===== src/hw/rtl/i2cm_pkg.sv =====
// ----------------------------------------------------------------------------
// I2C master package
// Types, codes and constants shared by the I2C master write/read block.
// ----------------------------------------------------------------------------
package i2cm_pkg;

  localparam int TxDepth = 16;
  localparam int TxAw    = (TxDepth > 1) ? $clog2(TxDepth) : 1;
  localparam int LpW     = $clog2(TxDepth + 1);

  localparam logic [7:0] PhaseLenReset = 8'd35;

  typedef enum logic [1:0] {
    ActLoad  = 2'd0,
    ActStart = 2'd1,
    ActTick  = 2'd2
  } action_e;

  typedef enum logic [3:0] {
    PhIdle      = 4'd0,
    PhStart     = 4'd1,
    PhWbLow     = 4'd2,
    PhWbHigh    = 4'd3,
    PhAckLow    = 4'd4,
    PhAckHigh   = 4'd5,
    PhAckTail   = 4'd6,
    PhRbLow     = 4'd7,
    PhRbHigh    = 4'd8,
    PhMackLow   = 4'd9,
    PhMackHigh  = 4'd10,
    PhMackTail  = 4'd11,
    PhStopLow   = 4'd12,
    PhStopHigh  = 4'd13,
    PhEstopLow  = 4'd14,
    PhEstopHigh = 4'd15
  } phase_e;

  typedef struct packed {
    logic [1:0] action;
    logic [7:0] data_byte;
    logic [4:0] tx_count;
    logic [7:0] rx_count;
    logic       length_from_first;
    logic       sda_in;
  } req_item_t;

  typedef struct packed {
    logic       scl_level;
    logic       sda_drive;
    logic       sda_level;
    logic       busy_res;
    logic       done_res;
    logic       nack_error;
    logic       rx_valid;
    logic [7:0] rx_byte;
    logic       rx_last;
  } res_item_t;

endpackage


===== src/hw/rtl/i2cm_channels.sv =====
// ----------------------------------------------------------------------------
// I2C master channels
// Valid/ready channel interfaces for requests, results and configuration.
// ----------------------------------------------------------------------------
interface i2cm_req_if;
  import i2cm_pkg::*;
  logic      valid;
  logic      ready;
  req_item_t payload;
  modport source (output valid, output payload, input ready);
  modport sink (input valid, input payload, output ready);
endinterface

interface i2cm_res_if;
  import i2cm_pkg::*;
  logic      valid;
  logic      ready;
  res_item_t payload;
  modport source (output valid, output payload, input ready);
  modport sink (input valid, input payload, output ready);
endinterface

interface i2cm_cfg_if;
  logic       valid;
  logic       ready;
  logic [7:0] phase_length;
  modport source (output valid, output phase_length, input ready);
  modport sink (input valid, input phase_length, output ready);
endinterface


===== src/hw/rtl/i2cm_outbuf.sv =====
// ----------------------------------------------------------------------------
// I2C master result buffer
// Two-entry result queue that decouples the core from output backpressure.
// ----------------------------------------------------------------------------
module i2cm_outbuf (
  input  logic                clk_i,
  input  logic                rst_ni,
  input  logic                wr_en_i,
  input  i2cm_pkg::res_item_t wr_data_i,
  output logic                wr_ready_o,
  i2cm_res_if.source          res_o
);
  import i2cm_pkg::*;

  res_item_t  mem_q [2];
  logic [1:0] cnt_q, cnt_d;
  logic       wr_ptr_q, rd_ptr_q;
  logic       pop;

  assign pop         = res_o.valid && res_o.ready;
  assign wr_ready_o  = (cnt_q != 2'd2) || res_o.ready;
  assign res_o.valid = (cnt_q != 2'd0);
  assign res_o.payload = mem_q[rd_ptr_q];

  always_comb begin
    cnt_d = cnt_q + {1'b0, wr_en_i} - {1'b0, pop};
  end

  always_ff @(posedge clk_i) begin
    if (wr_en_i) begin
      mem_q[wr_ptr_q] <= wr_data_i;
    end
  end

  always_ff @(posedge clk_i or negedge rst_ni) begin
    if (!rst_ni) begin
      cnt_q    <= 2'd0;
      wr_ptr_q <= 1'b0;
      rd_ptr_q <= 1'b0;
    end else begin
      cnt_q <= cnt_d;
      if (wr_en_i) begin
        wr_ptr_q <= ~wr_ptr_q;
      end
      if (pop) begin
        rd_ptr_q <= ~rd_ptr_q;
      end
    end
  end

endmodule


===== src/hw/rtl/i2cm_core.sv =====
// ----------------------------------------------------------------------------
// I2C master core
// Transmit buffer, bus phase sequencer and line levels for one request.
// ----------------------------------------------------------------------------
module i2cm_core (
  input  logic                clk_i,
  input  logic                rst_ni,
  input  logic                item_vld_i,
  input  i2cm_pkg::req_item_t item_i,
  input  logic                cfg_we_i,
  input  logic [7:0]          cfg_data_i,
  output i2cm_pkg::res_item_t res_o
);
  import i2cm_pkg::*;

  logic [7:0]     tx_buf [TxDepth];

  phase_e         phase_q, phase_d;
  logic [7:0]     timer_q, timer_d;
  logic [2:0]     bit_cnt_q, bit_cnt_d;
  logic [8:0]     byte_idx_q, byte_idx_d;
  logic [7:0]     shift_q, shift_d;
  logic [LpW-1:0] wr_total_q, wr_total_d;
  logic [7:0]     rd_total_q, rd_total_d;
  logic           len_pend_q, len_pend_d;
  logic [LpW-1:0] load_ptr_q, load_ptr_d;
  logic [7:0]     phase_len_q;

  logic           load_we;
  logic [8:0]     byte_nxt;
  logic [8:0]     rd_idx;
  logic [TxAw-1:0] rd_addr;
  logic [7:0]     tx_rdata_q;
  logic [7:0]     timer_inc;
  logic [7:0]     limit;
  logic [7:0]     shift_in;
  logic           rx_v, rx_l, done, err;
  logic [7:0]     rx_b;
  logic           scl, drv, lvl, nacks;

  assign byte_nxt = byte_idx_q + 9'd1;
  assign rd_idx   = byte_idx_d + 9'd1;
  assign rd_addr  = (phase_d == PhStart) ? '0 : rd_idx[TxAw-1:0];
  assign timer_inc = timer_q + 8'd1;
  assign limit    = (phase_len_q == 8'd0) ? 8'd1 : phase_len_q;
  assign shift_in = {shift_q[6:0], item_i.sda_in};
  assign load_we  = item_vld_i && (item_i.action == ActLoad) && (phase_q == PhIdle)
                    && (int'(load_ptr_q) < TxDepth);

  always_comb begin
    phase_d    = phase_q;
    timer_d    = timer_q;
    bit_cnt_d  = bit_cnt_q;
    byte_idx_d = byte_idx_q;
    shift_d    = shift_q;
    wr_total_d = wr_total_q;
    rd_total_d = rd_total_q;
    len_pend_d = len_pend_q;
    load_ptr_d = load_ptr_q;
    rx_v       = 1'b0;
    rx_l       = 1'b0;
    rx_b       = 8'd0;
    done       = 1'b0;
    err        = 1'b0;

    if (item_vld_i) begin
      unique case (action_e'(item_i.action))
        ActLoad: begin
          if (load_we) begin
            load_ptr_d = load_ptr_q + LpW'(1);
          end
        end
        ActStart: begin
          if (phase_q == PhIdle) begin
            if (int'(item_i.tx_count) > TxDepth) begin
              wr_total_d = LpW'(TxDepth);
            end else begin
              wr_total_d = LpW'(item_i.tx_count);
            end
            rd_total_d = item_i.rx_count;
            len_pend_d = item_i.length_from_first;
            load_ptr_d = '0;
            byte_idx_d = 9'd0;
            bit_cnt_d  = 3'd0;
            shift_d    = 8'd0;
            timer_d    = 8'd0;
            phase_d    = PhStart;
          end
        end
        ActTick: begin
          if (phase_q != PhIdle) begin
            if (timer_inc >= limit) begin
              timer_d = 8'd0;
              unique case (phase_q)
                PhStart: begin
                  byte_idx_d = 9'd0;
                  bit_cnt_d  = 3'd0;
                  if (wr_total_q != '0) begin
                    shift_d = tx_rdata_q;
                    phase_d = PhWbLow;
                  end else begin
                    shift_d = 8'd0;
                    phase_d = (len_pend_q || rd_total_q != 8'd0) ? PhRbLow : PhStopLow;
                  end
                end
                PhWbLow:  phase_d = PhWbHigh;
                PhWbHigh: begin
                  shift_d = {shift_q[6:0], 1'b0};
                  if (bit_cnt_q == 3'd7) begin
                    bit_cnt_d = 3'd0;
                    phase_d   = PhAckLow;
                  end else begin
                    bit_cnt_d = bit_cnt_q + 3'd1;
                    phase_d   = PhWbLow;
                  end
                end
                PhAckLow:  phase_d = PhAckHigh;
                PhAckHigh: phase_d = item_i.sda_in ? PhEstopLow : PhAckTail;
                PhAckTail: begin
                  bit_cnt_d = 3'd0;
                  if (byte_nxt < 9'(wr_total_q)) begin
                    byte_idx_d = byte_nxt;
                    shift_d    = tx_rdata_q;
                    phase_d    = PhWbLow;
                  end else begin
                    byte_idx_d = 9'd0;
                    shift_d    = 8'd0;
                    phase_d    = (len_pend_q || rd_total_q != 8'd0) ? PhRbLow : PhStopLow;
                  end
                end
                PhRbLow:  phase_d = PhRbHigh;
                PhRbHigh: begin
                  shift_d = shift_in;
                  if (bit_cnt_q == 3'd7) begin
                    bit_cnt_d = 3'd0;
                    rx_v      = 1'b1;
                    rx_b      = shift_in;
                    if (len_pend_q) begin
                      rd_total_d = shift_in;
                      rx_l       = (shift_in <= 8'd1);
                    end else begin
                      rx_l = (byte_nxt >= {1'b0, rd_total_q});
                    end
                    phase_d = PhMackLow;
                  end else begin
                    bit_cnt_d = bit_cnt_q + 3'd1;
                    phase_d   = PhRbLow;
                  end
                end
                PhMackLow:  phase_d = PhMackHigh;
                PhMackHigh: begin
                  if (bit_cnt_q < 3'd2) begin
                    bit_cnt_d = bit_cnt_q + 3'd1;
                  end else begin
                    bit_cnt_d = 3'd0;
                    phase_d   = PhMackTail;
                  end
                end
                PhMackTail: begin
                  len_pend_d = 1'b0;
                  byte_idx_d = byte_nxt;
                  bit_cnt_d  = 3'd0;
                  shift_d    = 8'd0;
                  phase_d    = (byte_nxt < {1'b0, rd_total_q}) ? PhRbLow : PhStopLow;
                end
                PhStopLow:  phase_d = PhStopHigh;
                PhEstopLow: phase_d = PhEstopHigh;
                PhStopHigh, PhEstopHigh: begin
                  done    = 1'b1;
                  err     = (phase_q == PhEstopHigh);
                  phase_d = PhIdle;
                end
                PhIdle: phase_d = PhIdle;
              endcase
            end else begin
              timer_d = timer_inc;
            end
          end
        end
        default: begin
        end
      endcase
    end
  end

  always_comb begin
    nacks = !len_pend_d && ((byte_idx_d + 9'd1) >= {1'b0, rd_total_d});
    scl   = 1'b0;
    drv   = 1'b1;
    lvl   = 1'b0;
    unique case (phase_d)
      PhIdle: begin
        scl = 1'b1;
        lvl = 1'b1;
      end
      PhStart:   scl = 1'b1;
      PhWbLow:   lvl = shift_d[7];
      PhWbHigh: begin
        scl = 1'b1;
        lvl = shift_d[7];
      end
      PhAckLow:  drv = 1'b0;
      PhAckHigh: begin
        scl = 1'b1;
        drv = 1'b0;
      end
      PhAckTail: lvl = 1'b0;
      PhRbLow:   drv = 1'b0;
      PhRbHigh: begin
        scl = 1'b1;
        drv = 1'b0;
      end
      PhMackLow:  lvl = nacks;
      PhMackHigh: begin
        scl = 1'b1;
        lvl = nacks;
      end
      PhMackTail: lvl = nacks;
      PhStopHigh, PhEstopHigh: scl = 1'b1;
      PhStopLow, PhEstopLow:   scl = 1'b0;
    endcase
  end

  always_comb begin
    res_o.scl_level  = scl;
    res_o.sda_drive  = drv;
    res_o.sda_level  = drv & lvl;
    res_o.busy_res   = (phase_d != PhIdle);
    res_o.done_res   = done;
    res_o.nack_error = err;
    res_o.rx_valid   = rx_v;
    res_o.rx_byte    = rx_b;
    res_o.rx_last    = rx_v & rx_l;
  end

  always_ff @(posedge clk_i) begin
    if (load_we) begin
      tx_buf[load_ptr_q[TxAw-1:0]] <= item_i.data_byte;
    end
    tx_rdata_q <= tx_buf[rd_addr];
  end

  always_ff @(posedge clk_i or negedge rst_ni) begin
    if (!rst_ni) begin
      phase_q     <= PhIdle;
      timer_q     <= 8'd0;
      bit_cnt_q   <= 3'd0;
      byte_idx_q  <= 9'd0;
      shift_q     <= 8'd0;
      wr_total_q  <= '0;
      rd_total_q  <= 8'd0;
      len_pend_q  <= 1'b0;
      load_ptr_q  <= '0;
      phase_len_q <= PhaseLenReset;
    end else begin
      phase_q    <= phase_d;
      timer_q    <= timer_d;
      bit_cnt_q  <= bit_cnt_d;
      byte_idx_q <= byte_idx_d;
      shift_q    <= shift_d;
      wr_total_q <= wr_total_d;
      rd_total_q <= rd_total_d;
      len_pend_q <= len_pend_d;
      load_ptr_q <= load_ptr_d;
      if (cfg_we_i) begin
        phase_len_q <= cfg_data_i;
      end
    end
  end

endmodule


===== src/hw/rtl/i2c_master_write_read_top.sv =====
// A request is held in the input register, then its result goes into the result queue.
// Throughput: one request per cycle, held only by output backpressure.
// The input register and a two-entry result queue set that rate.
// Reset: asynchronous, active low; bus goes idle, phase length returns to 35.
// Transmit buffer contents are undefined after reset until loaded.
// ----------------------------------------------------------------------------
// I2C master write/read top level
// Input register, bus sequencer core and result queue.
// ----------------------------------------------------------------------------
module i2c_master_write_read_top (
  input  logic       clk_i,
  input  logic       rst_ni,
  i2cm_req_if.sink   req_i,
  i2cm_cfg_if.sink   cfg_i,
  i2cm_res_if.source res_o
);
  import i2cm_pkg::*;

  req_item_t in_q;
  logic      in_vld_q, in_vld_d;
  logic      ob_ready;
  logic      go;
  res_item_t core_res;

  assign go          = in_vld_q && ob_ready;
  assign req_i.ready = !in_vld_q || ob_ready;
  assign cfg_i.ready = 1'b1;

  always_comb begin
    in_vld_d = in_vld_q;
    if (req_i.valid && req_i.ready) begin
      in_vld_d = 1'b1;
    end else if (go) begin
      in_vld_d = 1'b0;
    end
  end

  always_ff @(posedge clk_i) begin
    if (req_i.valid && req_i.ready) begin
      in_q <= req_i.payload;
    end
  end

  always_ff @(posedge clk_i or negedge rst_ni) begin
    if (!rst_ni) begin
      in_vld_q <= 1'b0;
    end else begin
      in_vld_q <= in_vld_d;
    end
  end

  i2cm_core u_core (
    .clk_i      (clk_i),
    .rst_ni     (rst_ni),
    .item_vld_i (go),
    .item_i     (in_q),
    .cfg_we_i   (cfg_i.valid),
    .cfg_data_i (cfg_i.phase_length),
    .res_o      (core_res)
  );

  i2cm_outbuf u_outbuf (
    .clk_i      (clk_i),
    .rst_ni     (rst_ni),
    .wr_en_i    (go),
    .wr_data_i  (core_res),
    .wr_ready_o (ob_ready),
    .res_o      (res_o)
  );

endmodule


===== src/flat_wrapper.sv =====
// flat-port wrapper written by rule: the top's interface ports become plain ports
module i2c_master_write_read_top_flat import i2cm_pkg::*;
  (clk_i, rst_ni, req_i_valid, req_i_payload, req_i_ready, cfg_i_valid, cfg_i_phase_length, cfg_i_ready, res_o_valid, res_o_payload, res_o_ready);
  i2cm_req_if req_i_i ();
  i2cm_cfg_if cfg_i_i ();
  i2cm_res_if res_o_i ();
  input  logic clk_i;
  input  logic rst_ni;
  input wire logic [$bits(req_i_i.valid)-1:0] req_i_valid;
  input wire logic [$bits(req_i_i.payload)-1:0] req_i_payload;
  output wire logic [$bits(req_i_i.ready)-1:0] req_i_ready;
  input wire logic [$bits(cfg_i_i.valid)-1:0] cfg_i_valid;
  input wire logic [$bits(cfg_i_i.phase_length)-1:0] cfg_i_phase_length;
  output wire logic [$bits(cfg_i_i.ready)-1:0] cfg_i_ready;
  output wire logic [$bits(res_o_i.valid)-1:0] res_o_valid;
  output wire logic [$bits(res_o_i.payload)-1:0] res_o_payload;
  input wire logic [$bits(res_o_i.ready)-1:0] res_o_ready;
  assign req_i_i.valid = req_i_valid;
  assign req_i_i.payload = req_i_payload;
  assign req_i_ready = req_i_i.ready;
  assign cfg_i_i.valid = cfg_i_valid;
  assign cfg_i_i.phase_length = cfg_i_phase_length;
  assign cfg_i_ready = cfg_i_i.ready;
  assign res_o_valid = res_o_i.valid;
  assign res_o_payload = res_o_i.payload;
  assign res_o_i.ready = res_o_ready;
  i2c_master_write_read_top u_core (.clk_i(clk_i), .rst_ni(rst_ni), .req_i(req_i_i), .cfg_i(cfg_i_i), .res_o(res_o_i));
endmodule

===== config.mk =====
export PLATFORM = sky130hd
export DESIGN_NAME = i2c_master_write_read_top_flat
export DESIGN_NICKNAME = d
export VERILOG_FILES = /design/src/hw/rtl/i2cm_pkg.sv /design/src/hw/rtl/i2cm_channels.sv /design/src/hw/rtl/i2cm_outbuf.sv /design/src/hw/rtl/i2cm_core.sv /design/src/hw/rtl/i2c_master_write_read_top.sv /design/src/flat_wrapper.sv
export SDC_FILE = /design/constraint.sdc
export NUM_CORES = 1
export LEC_CHECK = 0
export ABC_AREA = 1
export BUFFER_PORTS_ARGS = -buffer_cell sky130_fd_sc_hd__buf_4
export CORE_UTILIZATION = 45
export DETAILED_ROUTE_END_ITERATION = 8
export SYNTH_ARGS = -nofsm -noshare
export SYNTH_HDL_FRONTEND = slang
export SYNTH_SLANG_ARGS = --single-unit

===== constraint.sdc =====
create_clock -name clk_i -period 13.95 [get_ports clk_i]
set_input_delay 3.4875 -clock clk_i [delete_from_list [all_inputs] [get_ports clk_i]]
set_output_delay 3.4875 -clock clk_i [all_outputs]
set_load 0.1 [all_outputs]

# --- Yosys cells after proc, flatten, opt, wreduce, memory -nomap -nowiden ---
# Memories as Yosys holds them, arrays and structs flattened. A register that Yosys moved wholly into a read port is not among the register bits.
# Cells that the tools add are included.
op_classes:
  add_sub_neg: 7
  magnitude_cmp: 9
  eq_ne: 37
  muxes: 98
  bitwise: 4
  n_reduce_logical: 37
op_table:
  columns: ["op", "count"]
  rows:
  - ["8-bit two-way mux", 23]
  - ["4-bit equality test (second input constant)", 14]
  - ["4-bit case mux with 14 select lines", 1]
  - ["4-bit two-way mux", 12]
  - ["8-bit case mux with 2 select lines", 3]
  - ["9-bit two-way mux", 5]
  - ["8-bit case mux with 5 select lines", 1]
  - ["1-bit two-way mux", 36]
  - ["4-bit by 3-bit equality test with 1-bit output (second input constant)", 7]
  - ["9-bit case mux with 3 select lines", 1]
  - ["9-bit by 1-bit adder with 9-bit output (second input constant)", 2]
  - ["9-bit by 8-bit greater-or-equal comparator with 1-bit output", 2]
  - ["3-bit two-way mux", 6]
  - ["9-bit case mux with 2 select lines", 1]
  - ["4-bit by 2-bit equality test with 1-bit output (second input constant)", 4]
  - ["5-bit two-way mux", 3]
  - ["6-bit AND reduction", 2]
  - ["2-bit != test (second input constant)", 5]
  - ["5-bit case mux with 2 select lines", 1]
  - ["9-bit by 5-bit < comparator with 1-bit output", 1]
  - ["9-bit by 8-bit < comparator with 1-bit output", 1]
  - ["3-bit case mux with 3 select lines", 1]
  - ["3-bit OR reduction", 3]
  - ["8-bit by 1-bit adder with 8-bit output (second input constant)", 1]
  - ["other kinds (36)", 56]
totals:
  regBits: 89
  mem_bits_rw: 160
  in_bits: 38
  n_memories: 2
memory_table:
  columns: ["name", "depth", "word_bits", "rd", "rd_clocked_by_memory_dff", "wr", "line", "source"]
  rows:
  - ["u_core.u_core.tx_buf", 16, 8, 1, 1, 1, "i2cm_core.sv:16", "logic [7:0] tx_buf [TxDepth];"]
  - ["u_core.u_outbuf.mem_q", 2, 16, 1, 0, 1, "i2cm_outbuf.sv:15", "res_item_t mem_q [2];"]

# --- Logic depth before layout (Yosys ltp) ---
logic_depth:
  word_depth: 13
  mapped_depth: 35
  ltp_nobuf: 34

# --- By module ---
# From an unflattened synthesis, not the netlist that was laid out.
unflattened:
  cells_unflattened: 1317
  area_unflattened_um2: 12793.5
by_module_without_submodules:
  columns: ["module", "n_inst", "cells_per_inst", "area_each_um2"]
  rows:
  - ["i2cm_core", 1, 1168, 10550.1]
  - ["i2cm_outbuf", 1, 114, 1428.9]
  - ["i2c_master_write_read_top", 1, 35, 814.5]

# --- Least setup slack after synthesis ---
# No wires, ideal clock.
synth_path:
  path_kind: "in2out"
  startpoint: "input port res_o_ready"
  endpoint: "output port req_i_ready"
  t_arrival_ns: 4.453
  required_ns: 10.462
  path_slack_ns: 6.010
  path_stages: 2
  path_cell_list: "inv_1 nand4_1"
synth_between:
  elab_chain_cells: 2
synth_lines:
  columns: ["item", "line", "source"]
  rows:
  - ["start, declared", "flat_wrapper.sv:17", "input wire logic [$bits(res_o_i.ready)-1:0] res_o_ready;"]
  - ["1-bit logical OR", "i2cm_outbuf.sv:21", "assign wr_ready_o = (cnt_q != 2'd2) || res_o.ready;"]
  - ["1-bit logical OR", "i2c_master_write_read_top.sv:26", "assign req_i.ready = !in_vld_q || ob_ready;"]
  - ["end, declared", "flat_wrapper.sv:11", "output wire logic [$bits(req_i_i.ready)-1:0] req_i_ready;"]
# No other way between the ends.

==> summary.txt <==
Global routing
  – GRT Overall Usage: 22.1%
  – Total gr overflow: 0
  – First-pass GRT wire length: between 40000 and 50000 um
  – Vias in the first global route: between 8000 and 9000
  – Antenna violations before repair: 0
  – Largest net degree at the start of global routing: about 90

Synthesis
  – Main synth FF type: edfxtp_1
  – Synth Instances: about 1300
  – Synth area leaders: edfxtp_1 43%, dfrtp_1 12%, nand2_1 7.9%
  – Post-synth EDFFs: approximately 190
  – Fraction of registers with async set/reset: about a quarter
  – Synthesized flop and latch total: roughly 260
  – Area leader, netlist: edfxtp_1
  – Ys Warns: 0
  – Synth Area per Inst: roughly 9.7 um^2
  – Syn Nets: 1406
  – Number of distinct library cells after synthesis: 58
  – Mapped Area: approximately 0.013 mm^2
  – Post-synthesis sequential area ratio: roughly 57%
  – Area share of the largest cell type after synthesis: between 40% and 50%

Finish
  – Filler instances: about 2600
  – Nets: roughly 1500
  – Ant. Diodes: 0
  – Design area: roughly 0.014 mm^2
  – Layout Utilization: 52.0%
  – Layout area overhead: 13.1%
  – FF/Latch Area: 0.00732 mm^2
  – Footprint of the multi-input gates: between 0.004 and 0.005 mm^2
  – Layout cell share with drive strength beyond 1: between 10% and 20%

Worst setup path
  – Crit path max-delay cell type: ha_1
  – WS Path Type: in -> reg
  – CP most frequent cell: nand2_1
  – Reg-to-reg endpoint: u_core.u_outbuf.mem_q[0][13]
  – Max incr delay on CP: 500 ps
  – Critical path arrival: between 7000 and 8000 ps
  – Setup crit end: u_core.u_outbuf.mem_q[0][13]
  – Worst path required time: around 14000 ps
  – Startpoint types: input pin
  – Reg2reg setup slack: ~8000 ps
  – Worst r2r src: u_core.u_core.timer_q[0]
  – Reg2reg path depth: 27
  – Crit path from: res_o_ready
  – Crit. End Element: flop
  – CP max FO: 13

Pwr
  – Max rail drop VDD: 0.123 mV
  – P per Cell Area: roughly 210 mW/mm^2
  – Sw Share: around two fifths
  – Static leakage: about 6.3 nW
  – Internal power: ~1.8 mW
  – Sequential power share: between 30% and 40%
  – Comb power frac: about two fifths
  – Clk pwr share: ~27%
  – Switching power: 1.26 mW

Clock tree
  – CTS clk-pin slew, worst paths: around 60 ps
  – H-tree levels: 1
  – CTS max path bufs: 3
  – Hold_buf cts: 0
  – Post-CTS sizing: 0
  – Clk_lat worst skew: around 550 ps
  – Setup bufs post-CTS: 0
  – CTS tree: done
  – # clock sinks: roughly 260
  – Clock root buffer master: clkbuf_16
  – Num CTS Buffers: 29

Run status
  – Status: complete, no violations

Detailed routing
  – Via count: about 9300
  – Drt first pass iters: 5
  – Average vias per placed instance: around 5.2
  – Drt wl/cell: approximately 17 um
  – Routed wire length: roughly 31000 um
  – Post-DRT Antenna Nets: 0
  – First DRT Iteration DRCs: a little over 700
  – DR DRC count: 0

Floorplan
  – Io pins: 57
  – Number of placement rows: a little over 60
  – Die area: just under 0.03 mm^2
  – Die X: about 170 um
  – Starting density of the core: 46.0%
  – Core area: between 0.02 and 0.03 mm^2
  – Die Span Y: 171 um

Placement
  – # port buffers: 55
  – Routability cong.: 0.918
  – DP Worst Slack: 5930 ps
  – Area after DPL: between 0.01 and 0.015 mm^2
  – Dpl hpwl: ~22000 um

STA
  – Final setup fails: 0
  – Fmax: 0.133 GHz
  – Slew margin rel.: between 30% and 40%
  – Hold Fails Final Rpt: 0
  – Final worst path period need: around 7500 ps
  – Slew Limit Fails: 0
  – Worst slew pin tran: approximately 950 ps
  – Final Skew: ~9.8 ps
  – Final period util: about 54%
  – Final worst slack: 6430 ps
  – RSZ-0062 raised after global routing: false
  – Sum Neg Setup Slack: 0 ps
  – Fin Hold WS: about 490 ps

Hold path
  – Worst hold path type: reg -> reg

Job
  – MaxCap Viol Count: 0
[through the flow]
stage | instances | power (mW)
floorplan | 1326 | 1.94
CTS | 1777 | 3.05
global placement | 1723 | 2.22
finish | 1777 | 3.03
global route | 1777 | 3.21
detailed placement | 1723 | 2.23
[how the worst min path moves through the flow]
stage,start,end,cells past startpoint
finish,u_core.in_q[10],u_core.u_core.wr_total_q[0],2
global route,u_core.in_q[10],u_core.u_core.wr_total_q[0],2
CTS,u_core.in_q[10],u_core.u_core.wr_total_q[0],2
detailed placement,u_core.in_q[10],u_core.u_core.wr_total_q[0],2
global placement,u_core.in_q[10],u_core.u_core.wr_total_q[0],2
floorplan,u_core.in_q[10],u_core.u_core.wr_total_q[0],2
[cells in the mapped netlist, drive strengths merged (10+ instances only)]
library cell  instances
nor2                129
inv                 195
or2                  10
ha                   42
nand3b               32
buf                  31
dfrtp                61
a21oi                29
nand2               281
o21ai                56
a22oi                13
edfxtp              185
o22ai                11
nand3               141
nand4                14
nor3                 10
[logic make-up (layout without fill, tap and decap cells)]
family / Yosys count / after routing / synth area share, %
compound gates: 151 / 151 / 7.59
xor+xnor: 13 / 13 / 0.889
fa+ha+maj: 42 / 42 / 4.10
buf+inv: 239 / 312 / 8.06
flops: 257 / 257 / 57.2
other cells: 1 / 1 / 0.0293
simple gates: 623 / 623 / 22.2
[registers in the layout (all words and copies together) (netlist names), 2 cells and up]
name	cells
u_core.u_core.tx_buf	128
u_core.in_q	25
u_core.u_core.tx_rdata_q	8
u_core.u_outbuf.mem_q	32
u_core.u_core.byte_idx_q	9
u_core.u_core.rd_total_q	8
u_core.u_core.bit_cnt_q	3
u_core.u_core.shift_q	8
u_core.u_core.phase_len_q	8
u_core.u_outbuf.cnt_q	2
u_core.u_core.load_ptr_q	5
u_core.u_core.wr_total_q	5
u_core.u_core.timer_q	8
u_core.u_core.phase_q	4
[critical path: cells and delay by family]
kind / cells / cell delay [ps]
adder cells (fa/ha/maj): 2 / 790
AO/OA/AOI/OAI: 8 / 1150
AND/OR/NAND/NOR: 10 / 1690
buffers and inverters: 5 / 670
[cell type report]
| cell class | count | area share, % |
|---|---|---|
| clock buffer | 31 | 5.35 |
| clock inverter | 23 | 1.78 |
| inverter | 199 | 5.17 |
| multi-input combinational | 830 | 30.8 |
| sequential | 257 | 50.5 |
| tap | 378 | 3.26 |
| timing repair buffer | 59 | 3.06 |
[power by group through the flow]
stage	registers (mW)	logic [mW]	clock network (mW)
2_1_floorplan	0.995	0.948	0
3_3_place_gp	1.03	1.19	0
3_5_place_dp	1.03	1.20	0
4_1_cts	1.02	1.20	0.829
5_1_grt	1.03	1.32	0.859
6_report	1.02	1.20	0.810
[layout by cell type, fill, tap and decap left out, types with 3 or more instances in the layout]
| cell type | Yosys | final |
|---|---|---|
| nand3_1 | 139 | 139 |
| a21oi_1 | 27 | 26 |
| xnor2_1 | 4 | 4 |
| xor2_1 | 9 | 9 |
| inv_6 | 0 | 3 |
| o22ai_1 | 11 | 11 |
| ha_1 | 42 | 42 |
| nand4_1 | 13 | 13 |
| o211ai_1 | 8 | 8 |
| inv_1 | 175 | 175 |
| nand2_1 | 270 | 270 |
| o21ai_1 | 5 | 5 |
| nor2_1 | 119 | 117 |
| o2111ai_1 | 9 | 9 |
| or2_1 | 9 | 9 |
| nand2_2 | 9 | 9 |
| dfrtp_1 | 61 | 61 |
| nor2_4 | 3 | 3 |
| a22oi_1 | 13 | 13 |
| dfxtp_1 | 8 | 8 |
| clkinv_2 | 0 | 5 |
| clkbuf_16 | 0 | 31 |
| buf_4 | 5 | 59 |
| bufinv_16 | 0 | 5 |
| nand3b_1 | 32 | 32 |
| o21ai_2 | 3 | 3 |
| clkinv_4 | 0 | 3 |
| inv_2 | 19 | 19 |
| dfstp_2 | 3 | 3 |
| nor3_1 | 9 | 9 |
| nor2_2 | 6 | 8 |
| o21ai_0 | 48 | 48 |
| clkinv_1 | 4 | 10 |
| o21a_1 | 6 | 6 |
| o31ai_1 | 3 | 3 |
| a221oi_1 | 4 | 4 |
| nor4_1 | 4 | 4 |
| edfxtp_1 | 185 | 185 |
[metal layers]
| metal | routed length [um] | vias up | track usage, % |
|---|---|---|---|
| li1 | - | 4569 | - |
| met1 | 14200 | 4427 | 30.5 |
| met2 | 14500 | 243 | 35.8 |
| met3 | 1370 | 57 | 2.71 |
| met4 | 976 | 0 | 7.99 |
| met5 | 0 | - | 0 |
Note: power is estimated with default switching activity, not from simulation.
